===== src/eoe_pkg.sv =====
`timescale 1ns / 1ps

package eoe_pkg;

  localparam int VALUE_BITS = 32;
  localparam int IN_W       = 32;
  localparam int CODE_W     = 43;
  localparam int LEN_W      = 6;

  // Bits of the input that take part in the code.
  localparam int VAL_W = (VALUE_BITS < IN_W) ? VALUE_BITS : IN_W;
  localparam int NB_W  = $clog2(VAL_W + 1);

  // Headers after the value itself: n <= VAL_W-1 shrinks to 1 in at most
  // four steps for any width up to 63 bits.
  localparam int NUM_SMALL = 4;
  localparam int OFF_W     = $clog2(2 + VAL_W + NUM_SMALL * NB_W);

  typedef struct packed {
    logic [VAL_W-1:0] value;
    logic [NB_W-1:0]  nb;
  } lzd_t;

  typedef struct packed {
    logic [VAL_W-1:0]                    value;
    logic                                big;
    logic [NUM_SMALL-1:0][NB_W-1:0]      sval;
    logic [NUM_SMALL-1:0]                suse;
    logic [NUM_SMALL-1:0][OFF_W-1:0]     soff;
    logic [OFF_W-1:0]                    total;
  } hdr_t;

  typedef struct packed {
    logic [CODE_W-1:0] codeword;
    logic [LEN_W-1:0]  code_length;
  } res_t;

endpackage


===== src/elias_omega_encoder.sv =====
`timescale 1ns / 1ps

// Elias omega encoder. One unsigned value goes in per transfer and one codeword
// comes out, right-aligned with the first bit to send at code_length_o-1; values
// 0 and 1 both give the single bit 0. The datapath is three register stages
// (leading-one detect, header chain, bit packing), and a new value is taken every
// cycle while the output is not stalled.
// Each stage advances when it is empty or the stage after it moves, so an
// output stall backs up through the stages without loss.

module elias_omega_encoder (
  input  logic                        clk_i,
  input  logic                        rst_ni,
  input  logic                        in_valid_i,
  output logic                        in_stall_o,
  input  logic [eoe_pkg::IN_W-1:0]    value_i,
  output logic                        out_valid_o,
  input  logic                        out_stall_i,
  output logic [eoe_pkg::CODE_W-1:0]  codeword_o,
  output logic [eoe_pkg::LEN_W-1:0]   code_length_o
);
  import eoe_pkg::*;

  logic  v1, v2, v3;
  logic  en1, en2, en3;
  lzd_t  d1;
  hdr_t  d2;
  res_t  d3;

  assign en3 = !v3 || !out_stall_i;
  assign en2 = !v2 || en3;
  assign en1 = !v1 || en2;
  assign in_stall_o = !en1;

  eoe_lzd u_lzd (
    .clk_i   (clk_i),
    .rst_ni  (rst_ni),
    .en_i    (en1),
    .valid_i (in_valid_i),
    .value_i (value_i),
    .valid_o (v1),
    .data_o  (d1)
  );

  eoe_hdr u_hdr (
    .clk_i   (clk_i),
    .rst_ni  (rst_ni),
    .en_i    (en2),
    .valid_i (v1),
    .data_i  (d1),
    .valid_o (v2),
    .data_o  (d2)
  );

  eoe_pack u_pack (
    .clk_i   (clk_i),
    .rst_ni  (rst_ni),
    .en_i    (en3),
    .valid_i (v2),
    .data_i  (d2),
    .valid_o (v3),
    .data_o  (d3)
  );

  assign out_valid_o   = v3;
  assign codeword_o    = d3.codeword;
  assign code_length_o = d3.code_length;

  // Input backpressure only ever comes from an output stall.
  a_stall_source: assert property (@(posedge clk_i) disable iff (!rst_ni)
    in_stall_o |-> out_stall_i)
    else $error("input stalled without output stall");

  a_length_nonzero: assert property (@(posedge clk_i) disable iff (!rst_ni)
    out_valid_o |-> (code_length_o != '0))
    else $error("zero code length");

  a_terminator: assert property (@(posedge clk_i) disable iff (!rst_ni)
    out_valid_o |-> !codeword_o[0])
    else $error("terminator bit not zero");

  a_upper_clear: assert property (@(posedge clk_i) disable iff (!rst_ni)
    out_valid_o |-> ((codeword_o >> code_length_o) == '0))
    else $error("bits above code length set");

  a_full_stall_holds: assert property (@(posedge clk_i) disable iff (!rst_ni)
    (v1 && v2 && v3 && out_stall_i) |-> in_stall_o)
    else $error("full pipeline accepted input under stall");

endmodule


===== src/eoe_lzd.sv =====
`timescale 1ns / 1ps

module eoe_lzd (
  input  logic                      clk_i,
  input  logic                      rst_ni,
  input  logic                      en_i,
  input  logic                      valid_i,
  input  logic [eoe_pkg::IN_W-1:0]  value_i,
  output logic                      valid_o,
  output eoe_pkg::lzd_t             data_o
);
  import eoe_pkg::*;

  logic [VAL_W-1:0] val;
  logic [NB_W-1:0]  nb;
  logic             valid_q;
  lzd_t             data_q;

  always_comb begin
    val = value_i[VAL_W-1:0];
    nb  = '0;
    for (int i = 0; i < VAL_W; i++) begin
      if (val[i]) nb = NB_W'(i + 1);
    end
  end

  always_ff @(posedge clk_i or negedge rst_ni) begin
    if (!rst_ni) begin
      valid_q <= 1'b0;
    end else if (en_i) begin
      valid_q <= valid_i;
    end
  end

  always_ff @(posedge clk_i) begin
    if (en_i && valid_i) begin
      data_q.value <= val;
      data_q.nb    <= nb;
    end
  end

  assign valid_o = valid_q;
  assign data_o  = data_q;

endmodule


===== src/eoe_hdr.sv =====
`timescale 1ns / 1ps

module eoe_hdr (
  input  logic          clk_i,
  input  logic          rst_ni,
  input  logic          en_i,
  input  logic          valid_i,
  input  eoe_pkg::lzd_t data_i,
  output logic          valid_o,
  output eoe_pkg::hdr_t data_o
);
  import eoe_pkg::*;

  function automatic logic [NB_W-1:0] bit_len(input logic [NB_W-1:0] x);
    logic [NB_W-1:0] r;
    r = '0;
    for (int i = 0; i < NB_W; i++) begin
      if (x[i]) r = NB_W'(i + 1);
    end
    return r;
  endfunction

  hdr_t            hdr;
  logic [NB_W-1:0] n;
  logic [NB_W-1:0] bl;
  logic [OFF_W-1:0] off;
  logic            act;
  logic            valid_q;
  hdr_t            data_q;

  // Walk the header chain: each header is the bit length of the previous minus one.
  always_comb begin
    hdr.value = data_i.value;
    hdr.big   = (data_i.nb > NB_W'(1));
    n         = data_i.nb - NB_W'(1);
    off       = OFF_W'(1) + OFF_W'(data_i.nb);
    act       = hdr.big;
    bl        = '0;
    for (int k = 0; k < NUM_SMALL; k++) begin
      bl          = bit_len(n);
      hdr.suse[k] = act && (n > NB_W'(1));
      hdr.sval[k] = n;
      hdr.soff[k] = off;
      if (hdr.suse[k]) begin
        off = off + OFF_W'(bl);
        n   = bl - NB_W'(1);
      end
      act = hdr.suse[k];
    end
    hdr.total = hdr.big ? off : OFF_W'(1);
  end

  always_ff @(posedge clk_i or negedge rst_ni) begin
    if (!rst_ni) begin
      valid_q <= 1'b0;
    end else if (en_i) begin
      valid_q <= valid_i;
    end
  end

  always_ff @(posedge clk_i) begin
    if (en_i && valid_i) begin
      data_q <= hdr;
    end
  end

  assign valid_o = valid_q;
  assign data_o  = data_q;

endmodule


===== src/eoe_pack.sv =====
`timescale 1ns / 1ps

module eoe_pack (
  input  logic          clk_i,
  input  logic          rst_ni,
  input  logic          en_i,
  input  logic          valid_i,
  input  eoe_pkg::hdr_t data_i,
  output logic          valid_o,
  output eoe_pkg::res_t data_o
);
  import eoe_pkg::*;

  res_t res;
  logic valid_q;
  res_t data_q;

  // Place the value above the terminator, then each header above the last.
  always_comb begin
    res.codeword = '0;
    if (data_i.big) begin
      res.codeword = CODE_W'(data_i.value) << 1;
      for (int k = 0; k < NUM_SMALL; k++) begin
        if (data_i.suse[k]) begin
          res.codeword = res.codeword | (CODE_W'(data_i.sval[k]) << data_i.soff[k]);
        end
      end
    end
    res.code_length = LEN_W'(data_i.total);
  end

  always_ff @(posedge clk_i or negedge rst_ni) begin
    if (!rst_ni) begin
      valid_q <= 1'b0;
    end else if (en_i) begin
      valid_q <= valid_i;
    end
  end

  always_ff @(posedge clk_i) begin
    if (en_i && valid_i) begin
      data_q <= res;
    end
  end

  assign valid_o = valid_q;
  assign data_o  = data_q;

endmodule


===== config.mk =====
export PLATFORM = sky130hd
export DESIGN_NAME = elias_omega_encoder
export DESIGN_NICKNAME = d
export VERILOG_FILES = /design/src/eoe_pkg.sv /design/src/elias_omega_encoder.sv /design/src/eoe_lzd.sv /design/src/eoe_hdr.sv /design/src/eoe_pack.sv
export SDC_FILE = /design/constraint.sdc
export NUM_CORES = 1
export LEC_CHECK = 0
export ABC_AREA = 1
export BUFFER_PORTS_ARGS = -buffer_cell sky130_fd_sc_hd__buf_2
export CORE_MARGIN = 2
export CORE_UTILIZATION = 45
export CTS_BUF_LIST = sky130_fd_sc_hd__clkbuf_16
export DETAILED_ROUTE_END_ITERATION = 8
export PLACE_DENSITY = 0.64
export SLEW_MARGIN = 20
export SYNTH_ARGS = -nofsm -noshare
export SYNTH_HDL_FRONTEND = slang
export SYNTH_SLANG_ARGS = --single-unit

===== constraint.sdc =====
create_clock -name clk_i -period 5 [get_ports clk_i]
set_clock_uncertainty 0.15 [all_clocks]
set_input_delay 0.75 -clock clk_i [delete_from_list [all_inputs] [get_ports clk_i]]
set_output_delay 0.75 -clock clk_i [all_outputs]
set_load 0.01 [all_outputs]

# Word-level counts from Yosys, hierarchy flattened
# Index checks and enable logic that the tools add are counted.
[classes]
add_sub_neg = 9
order_cmp = 5
n_shift = 4
muxes = 69
bitwise = 4
reduce_logical = 15
[ops]
columns = ["op", "n"]
rows = [
  ["$mux W43", 7],
  ["$mux W6", 42],
  ["$shl A6 B6 Y43", 4],
  ["$or A43 B43 Y43", 3],
  ["$or A33 B43 Y43", 1],
  ["$gt A6 B1 Y1 const B", 5],
  ["$mux W3", 9],
  ["$add A6 B3 Y6", 3],
  ["$mux W2", 6],
  ["$sub A6 B1 Y6 const B", 2],
  ["$sub A3 B1 Y4 const B", 2],
  ["$logic_and A1 B1 Y1", 7],
  ["$add A1 B6 Y6 const A", 1],
  ["$add A6 B6 Y6", 1],
  ["$logic_not A1 Y1", 5],
  ["$mux W1", 5],
  ["$logic_or A1 B1 Y1", 3],
]
[totals]
register_bits = 181

# Logic depth before layout (Yosys ltp)
[depth]
ltp_word = 33
depth_mapped = 38
mapped_depth_nobuf = 38

# Cells and area by module
# Synthesis repeated with hierarchy kept, for this count alone.
[unflattened]
hier_cells = 1416
area_unflattened_um2 = 11421.0
[modules_own_cells]
columns = ["module", "n_inst", "cells_per_inst", "area_per_inst_um2"]
rows = [
  ["eoe_pack", 1, 872, 5237.5],
  ["eoe_hdr", 1, 396, 4551.9],
  ["eoe_lzd", 1, 143, 1601.5],
  ["elias_omega_encoder", 1, 5, 30.0],
]

# Worst setup path before layout
# Ideal clock, no wire load.
[synth_path]
path_kind = "reg-to-reg"
startpoint = "register u_lzd.data_q (netlist bit u_lzd.data_o[0])"
endpoint = "register u_hdr.data_q (netlist bit u_hdr.data_o[5]), data pin"
arrival_ps = 5114
required_time_ps = 4601
slack_ps = -513
path_stages_with_launch = 34
n_path_buf = 0
path_cell_list = "edfxtp_1 > inv_1 > ha_1 > xnor2_1 > inv_1 > nor2_1 > inv_1 > a21oi_1 > ha_1 > ha_1 > o21ai_2 > nor2_1 > o21ai_0 > inv_1 > ha_1 > o21ai_2 > or2_2 > a21oi_1 > ha_1 > fa_1 > or2_1 > o21ai_0 > inv_1 > ha_1 > a21oi_1 > inv_1 > a31oi_1 > inv_1 > nand2_1 > nor2_1 > nand2_1 > nand2_1 > nand2_1 > inv_1"
[synth_rtl]
columns = ["item", "line_no", "rtl"]
rows = [
  ["from (decl)", "eoe_lzd.sv:17", "lzd_t data_q;"],
  ["to (signal assigned)", "eoe_hdr.sv:63", "data_q <= hdr;"],
  ["to (decl)", "eoe_hdr.sv:29", "hdr_t data_q;"],
]

==> flow_summary.ini <==
[global_routing]
grt_usage = 0.2680
grt_pass1_wl_um = 48070
grt_pass1_vias = 8530
grt.overflow.total = 0
grt_max_degree = 42
antenna_found_initial = 0

[setup_path]
start_kind = flip-flop
cp.required_ps = 5040
cp.arrival_ps = 5150
crit_slowest_cell = fa_2
slowest_delay_ps = 420
endpoint_kind = flip-flop
cp_max_fo = 4
crit_top_cell = ha_4
setup.worst_path.class = reg2reg

[logic_synthesis]
syn-num-nets = 1240
yosysWarnings = 0
synth_common_cells = nand2_1 (254), edfxtp_1 (177), nor2_1 (177)
syn_area_per_cell_um2 = 8.769
ys.flop_type = edfxtp_1
synth_area_leaders = edfxtp_1 (51%), nand2_1 (9.2%), nor2_1 (6.4%), inv_1 (5.6%), o21ai_0 (3.9%)
synth_seq_cells = 180
syn_inst = 1179
async_flop_share = 0.01667
yosysTopAreaCellShare = 0.5141
synth_edf_count = 177
yosysTopAreaCell = edfxtp_1
netlist_area_mm2 = 0.01034
synth.most_common_cell = nand2_1
yosysUniqueCellTypes = 57
yosysSeqAreaShare = 0.5214

[run]
drv_cap = 0

[layout]
fin_cells = 1669
fin_util = 0.5703
final_layout_size_suffix_gt1_frac = 0.2435
synthToLayoutAreaGrowth_pct = 24.52
nets = 1432
fill_cells = 2046
num_antenna_cells = 0

[floorplanning]
rows = 55
coreArea_mm2 = 0.02257
start_util = 0.4580
boundaryPins = 87
dieWidth_um = 155.6
die_h_um = 155.6
design.die.area_mm2 = 0.02420

[outcome]
violations = negative setup slack
status = finished, violations left

[placed_design]
gp_congestion = 1.012
placed_cells = 1600
dpl_worst_slack_ps = -210.9
port-buffer-count = 86
hpwl_um = 24780

[clock_network]
clock_latency_ps = 450
clockBufferDepth = 2
cts_made_buffers = 17
cts.sinks = 180
cts-root-buf = clkbuf_16
tritoncts = done
path_clk_slew_ps = 80
cts_htree_levels = 4

[sta]
hold_viol = 0
holdWs_ps = 269.7
fin_ws_ps = -106.8
clock.fmax_mhz = 195.8
finalSetupViolCount = 4
rsz0062_at_grt = true
finalCritPeriodShare = 1.021
timing.slew.headroom = 0.2967
final-max-slew-violation-count = 0
period_needed_ps = 5107
tightest_slew_ps = 1052

[routing]
drtPass1Iterations = 6
drc_errors = 0
vias_per_cell = 5.409
antenna_left = 0
routed_wl_um = 31890
wl_per_cell_um = 19.11
vias = 9027
drtIter0Drc = 757

[pwr]
powerDensity_mw_per_mm2 = 527.2
p_leak_nw = 5.404
peakVddDrop_mv = 0.3212

[worst_hold_path]
holdCritPathClass = reg2reg
-- repair_timing --
item | in CTS | in global routing
pin swaps | 28 | 26
hold buffers | 1 | 0
hold endpoints to repair | 3 | 0
cloned | 0 | 0
setup buffers | 21 | 15
setup endpoints to repair | 5 | 5
resized for setup | 42 | 24
-- report_power, final --
group	internal, mW	switching, mW
Clock	0.687	0.689
Sequential	2.04	0.216
Combinational	1.25	1.90
Total	3.98	2.81
-- flip-flops by register name, summed over array words and instances (netlist names) --
register and count:
u_pack.valid_o 1, u_hdr.valid_o 1, u_pack.data_o 49, u_hdr.data_o 90
u_lzd.valid_o 1, u_lzd.data_o 38
-- cells by family after synthesis --
group | synth area share
and+or+nand+nor | 0.2097
AOI/OAI and AO/OA | 0.1340
buffers and inverters | 0.07419
DFF | 0.5214
adders and majority gates | 0.03316
xor gates and xnor gates | 0.02082
muxes | 0.006777
-- metal layers --
| metal | GRT usage | share of wire |
|---|---|---|
| met2 | 0.4326 | 0.46 |
| met5 | 0 | 0 |
| met1 | 0.3549 | 0.42 |
| met4 | 0.09436 | 0.032 |
| met3 | 0.06528 | 0.085 |
-- layout make-up --
cell class,count,area [µm²],share of cell area
inverter,173,655.6,0.05093
tap,285,356.6,0.02770
sequential,180,5390,0.4187
multi-input combinational,796,4504,0.3499
clock inverter,15,196.4,0.01526
timing repair buffer,203,1345,0.1045
clock buffer,17,425.4,0.03304
-- metrics by stage --
stage	instance area (µm²)	power, mW	TNS, ps
global placement	11720	4.913	-167.8
global route	12870	7.178	-1436
floorplan	10430	3.860	-179.7
CTS	12690	6.500	0
finish	12870	6.787	-344.0
detailed placement	11720	4.935	-835.6
-- cells in the final DEF, fill, tap and decap left out, drive strengths merged, types with 2 or more instances in the layout --
cell type and count:
a31oi 21, nand3 27, or2 7, o22ai 22, clkinv 15, ha 21
dfrtp 3, a41oi 8, o21bai 3, nor2 182, a221oi 13, inv 173
o2111ai 3, clkbuf 17, edfxtp 177, nand2 263, fa 4, nor3 20
buf 202, a211oi 8, a21oi 49, a2111oi 2, o21ai 91, xor2 12
xnor2 7, nand4 6, o31ai 2, nor4 7, mux2i 7, and2 2
-- path summary, 6_finish.rpt --
kind                                               start                            end  slack, ps  depth (start not counted)
min in group asynchronous                         rst_ni     u_pack.valid_o$_DFFE_PN0P_        460                          2
min                           u_lzd.data_o[36]$_DFFE_PP_     u_hdr.data_o[89]$_DFFE_PP_        270                          0
min reg2reg                   u_lzd.data_o[36]$_DFFE_PP_     u_hdr.data_o[89]$_DFFE_PP_        270                          0
max reg2reg                u_lzd.data_o[1]$_SDFFCE_PP0P_  u_hdr.data_o[3]$_SDFFCE_PN0P_       -110                         31
max in group asynchronous                         rst_ni      u_lzd.valid_o$_DFFE_PN0N_       4130                          2
max                        u_lzd.data_o[1]$_SDFFCE_PP0P_  u_hdr.data_o[3]$_SDFFCE_PN0P_       -110                         31
-- worst max-delay path: cells and delay by family, from the launching register on --
family,cells,cell delay [ps]
adders and majority gates,7,1680
AOI/OAI and AO/OA,9,1020
and+or+nand+nor,6,710
buffers and inverters,8,700
DFF,1,400
xor gates and xnor gates,1,160
Note: power is estimated with default switching activity, not from simulation.
